**config.mk**
```make
export PLATFORM = sky130hd
export DESIGN_NAME = upp_ram
export DESIGN_NICKNAME = d
export VERILOG_FILES = /design/src/unconsumed_producer_predictor_top_defines.svh /design/src/upp_ram.sv
export SDC_FILE = /design/constraint.sdc
export NUM_CORES = 2
export LEC_CHECK = 0
export ABC_AREA = 1
export BUFFER_PORTS_ARGS = -buffer_cell sky130_fd_sc_hd__buf_4
export CORE_UTILIZATION = 30
export CTS_BUF_LIST = sky130_fd_sc_hd__clkbuf_4
export DETAILED_ROUTE_END_ITERATION = 6
export HOLD_SLACK_MARGIN = 0.12
export SYNTH_ARGS = -nofsm -noshare
export SYNTH_HDL_FRONTEND = slang
export SYNTH_SLANG_ARGS = --single-unit
```
**constraint.sdc**
```tcl
create_clock -name clk -period 2.1 [get_ports clk]
set_input_delay 0 -clock clk [delete_from_list [all_inputs] [get_ports clk]]
set_output_delay 0 -clock clk [all_outputs]
set_load 0.02 [all_outputs]
```
**src/unconsumed_producer_predictor_top_defines.svh**
```systemverilog
// Assertion helpers for the file that checks this block.
`ifndef UNCONSUMED_PRODUCER_PREDICTOR_TOP_DEFINES_SVH
`define UNCONSUMED_PRODUCER_PREDICTOR_TOP_DEFINES_SVH

// checked outside reset only
`define UPP_ASSERT(label, prop, msg) \
  label: assert property (@(posedge clk) disable iff (rst) prop) else $error(msg);

// checked at every edge, reset included
`define UPP_ASSERT_ALWAYS(label, prop, msg) \
  label: assert property (@(posedge clk) prop) else $error(msg);

`endif

```
**src/upp_ram.sv**
```systemverilog
`timescale 1ns / 1ps
module upp_ram #(
  parameter int DEPTH = 256,
  parameter int WIDTH = 8
) (
  input  logic                     clk,
  input  logic                     we,
  input  logic [$clog2(DEPTH)-1:0] waddr,
  input  logic [WIDTH-1:0]         wdata,
  input  logic [$clog2(DEPTH)-1:0] raddr,
  output logic [WIDTH-1:0]         rdata
);

  logic [WIDTH-1:0] mem [DEPTH];

  always_ff @(posedge clk) begin
    if (we) begin
      mem[waddr] <= wdata;
    end
  end

  always_ff @(posedge clk) begin
    rdata <= mem[raddr];
  end

endmodule

```
# Word level (Yosys, flattened, before mapping)
# Memory sizes are Yosys's and may differ from the RTL's. A register that Yosys moved wholly into a read port is not among the register bits.
# Index checks and enable logic that the tools add are counted.
[totals]
ff_bits = 0
mem_bits_rw = 2048
out_inout_bits = 8
memories = 1
[mem_list]
columns = ["name", "depth", "word_bits", "rd", "rd_ports_with_merged_regs", "wr", "line_no", "rtl"]
rows = [
  ["mem", 256, 8, 1, 1, 1, "upp_ram.sv:14", "logic [WIDTH-1:0] mem [DEPTH];"],
]
[op_classes]
mux = 2
[op_table]
columns = ["operator", "count"]
rows = [
  ["$mux W1", 2],
]

# Depth between registers and ports, before layout
[logic_depth]
depth_word = 2
mapped_depth = 15
mapped_depth_nobuf = 11

# Worst setup path before layout
# Ideal clock, no wire load.
[synth_timing]
kind = "in2reg"
startpoint = "input we"
endpoint = "memory mem[162][0] (enable)"
arrival_ns = 1.121
t_required_ns = 1.730
setup_slack_ns = 0.609
stages = 4
n_path_buf = 2
path_cell_list = "clkbuf_1 > nand3_1 > clkbuf_1 > nor2_1"
[synth_via]
elab_chain_len = 2
[synth_lines]
columns = ["element", "line_no", "rtl"]
rows = [
  ["start: declaration", "upp_ram.sv:7", "input logic we,"],
  ["$mux W1", "upp_ram.sv:17", "if (we) begin"],
  ["$mux W1 (not written as such)", "upp_ram.sv:18", "mem[waddr] <= wdata;"],
  ["end: declaration", "upp_ram.sv:14", ""],
]
# Every way passes these cells.

# Worst setup path after layout
[layout_timing]
startpoint = "input waddr[0]"
endpoint = "memory mem[102][5] (enable)"
[layout_rtl]
columns = ["element", "line_no", "rtl"]
rows = [
  ["start: declaration", "upp_ram.sv:8", "input logic [$clog2(DEPTH)-1:0] waddr,"],
]
# Straight into the memory's write port.

==> results.txt <==
The run gives 150.7 mm as the detailed placement HPWL. The tools report the final global-route overflow total as 0. Along the worst hold path, the cell count comes to 4. The number of synthesis warnings was 0. The filler cells instantiated in the layout total 26869. The fraction of post-synthesis cell area in the top cell type by area was 73.74%. Once detail routing completed, the nets flagged for antenna violations numbered 0. For this run, the total global-route usage over all layers was measured as 17.25%. The reg-to-reg endpoint was rdata[1]. STA classifies the critical path endpoint as a flip-flop. The number of antenna violations at the first check in global routing came out at 16. The synthesized design contains 2048 enable-type register cells. Yosys mapped the design onto 14 distinct sky130hd cell types. The first-pass detailed-route iteration total was 6; the iteration-0 DRC count of the detailed router was 6749.

The total wirelength of the detailed-routed design came out at 245.0 mm. At the pin with the least slew margin, the transition time is 1076 ps. The worst reg2reg path depth works out to 10. Across the routed clock network, the largest skew measured is 123.2 ps. For the area of the die, the log shows 280100 sq um. Area growth from synthesis to final layout: 18.73%. The run gives 685.1 uV as the peak ir drop on the vdd network. The run finished with clean final reports. The initial utilization of the core area, before any placement, comes to 30.16%. The die is 529.2 um tall. In the final layout, the share of cells above drive strength 1 is 17.83%. Setup violations remaining at the end of the flow were counted as 0. Max-cap violations in this run came to 0. The tools report the number of vias in the routed layout as 58465.

The worst setup path is of the in -> reg kind. The most used flip-flop cell after synthesis was edfxtp_1. Worst min-delay path category: in -> reg. The tools report the area of the mapped netlist as 83400 sq um. Summing all non-filler instances in the final layout gives an area of 99010 sq um.

The per-cell via count in the routed design works out to 4.959. The average instance area after synthesis came out at 11.91 sq um. Entering global routing, the biggest net connects 75 pins. The analysis attributes to cell leakage a power of 35.42 nW. The cell count after synthesis came out at 7003. In this run the core area contains 193 standard-cell rows. The clock reaches the later pin of the worst-skew pair after 1390 ps. After detailed routing, the number of remaining DRC violations is 0.

For this design the ratio of total power to cell area is 851.0 nW/um^2. The run gives 0 as the final-report max-slew violation count. Input and output buffers added on the ports amount to 33.

Timing would allow up to 0.4827 GHz. By count the netlist is led by nand2_1, edfxtp_1, nand3_1. TritonCTS built the clock tree.

Post-CTS clock slew at the launch and capture registers of the worst setup and hold paths: 70 ps. The beginning of the worst register-to-register path was mem[57][1]. For the worst setup path, the data required time is 3160 ps.

For the total number of clock tree sinks, the log shows 2056. The run gives 80 ps as the slack of the worst reg-to-reg path. Fraction of registers with async set/reset: 0%. The multi-input combinational cell area is 19180 sq um, and the remaining max-slew budget at the tightest pin is 28.03%. The die width is 529.2 um, and the total core area is 276500 sq um. The congestion estimate from routability-driven global placement came to 0.8720.

The smallest clock period supported by the final layout is computed as 2072 ps. Critical hold path startpoint: wdata[5]. Dividing the final minimum period by the clock period gives 98.65%. The logs give 84.26 mW for the overall power after layout and 530 for the number of buffers created by CTS.

The count of state elements after synthesis came out at 2056. The dominant cell by count in the synthesized netlist is nand2_1. The first global-routing pass estimated 364.8 mm of wire. Yosys attributes the largest share of cell area to edfxtp_1, nand3_1, nand2_1. The cell type contributing the most total cell area after synthesis is edfxtp_1.

STA classifies the critical path startpoint as a primary input. The level count of the clock H-tree is 6. End point of the most critical hold path: mem[109][5]. The tools report the maximum clock path buffer count as 4. Dividing the detail-routed wire length by the instance count gives 20.78 um. Registers take 61690 sq um. The logs give 0 ps for the sum of negative setup slack and 35.81% for the post-route core utilization. For the worst setup path, the data arrival time is 3130 ps. For the net count reported at finish, the log shows 7772. The via count of the first global-routing pass was 58217. The tools report the root buffer selected by CTS as clkbuf_4. After detailed placement, the total cell area comes to 91850 sq um. The largest fanout of any net on the critical path works out to 12. During I/O placement, the number of pins put on the boundary was 34.

The logs give 0 for the count of final hold-check violations and 7029 for the net count after synthesis. Sequential elements use 73.94% of the synthesized area. Setup repair after global routing left no endpoint under its margin.
cells in the final DEF, fill, tap and decap left out:
| master | n |
|---|---|
| dlygate4sd3_1 | 59 |
| clkbuf_4 | 740 |
| bufinv_16 | 9 |
| buf_12 | 119 |
| inv_1 | 34 |
| nand2_2 | 2 |
| dfxtp_2 | 1 |
| inv_4 | 1 |
| dlymetal6s4s_1 | 1 |
| nand3_1 | 2014 |
| nand3_2 | 4 |
| edfxtp_1 | 2048 |
| inv_8 | 2 |
| diode_2 | 12 |
| inv_2 | 12 |
| nor2_1 | 280 |
| nand2_1 | 2121 |
| buf_8 | 11 |
| nand3_4 | 1 |
| buf_16 | 5 |
| clkinv_2 | 22 |
| nor2_2 | 3 |
| dfxtp_4 | 7 |
| inv_16 | 1 |
| buf_6 | 1 |
| clkinv_1 | 76 |
| buf_4 | 498 |
worst max-delay path, stage by stage:
cell and delay, ps:
dlygate4sd3_1 540, buf_4 150, dlygate4sd3_1 630, inv_1 100, nand2_1 110, nor2_1 130, dlygate4sd3_1 580, nand2_1 50
buf_4 310, nor2_1 280, buf_4 220
sequential cells by signal, summed over array words and instances (netlist names):
signal  count
mem      2048
rdata       8
per-layer routing:
layer / part of all wire, % / wire length [um] / global-route usage (%)
met5: 0.0061 / 15 / 0
met4: 4.2 / 10410 / 7.903
met3: 7.8 / 19210 / 3.255
met2: 48 / 116700 / 28.25
met1: 40 / 98680 / 22.05
worst max path at each step:
stage,start,to,cells after the start
after floorplan,we,mem[162][0],4
after global placement,raddr[0],rdata[6],15
after detailed placement,raddr[0],rdata[6],15
after CTS,rdata[3],rdata[3],1
after global routing,mem[13][0],rdata[0],11
final,waddr[0],mem[102][5],11
cells by family after synthesis:
logic type	after synthesis	share of synthesized area (%)
DFF	2056	73.94
buffers and inverters	522	3.119
and+or+nand+nor	4425	22.95
final cells by class:
type | instances | share of cell area, %
Clock inverter | 118 | 0.7140
Multi-Input combinational cell | 4425 | 19.37
Timing Repair Buffer | 694 | 7.108
Antenna cell | 12 | 0.03033
Clock buffer | 740 | 5.611
Sequential cell | 2056 | 62.30
Tap cell | 3705 | 4.682
Inverter | 39 | 0.1820
per-stage QoR:
step                      instances  setup WS (ps)  hold slack, ps
after global routing          11784          11.96           196.8
after detailed placement      10851         -487.5           402.9
after CTS                     11776          1.015           129.0
after floorplan                7003          608.5           98.87
after global placement        10851         -466.5           399.7
final                         11789          28.38           260.6
repair_timing:
item | CTS | global route
endpoints found under the setup margin | 8 | 35
buffers inserted | 0 | 0
pin swaps | 0 | 2
endpoints found under the hold margin | 4104 | 785
hold buffers | 67 | 1
gates resized for setup | 16 | 10
power breakdown:
group,switching [mW],internal [mW]
Sequential,0.0983,45.2
Clock,15.8,17.3
Combinational,4.15,1.79
No activity file was read; power rests on OpenSTA's default activity.
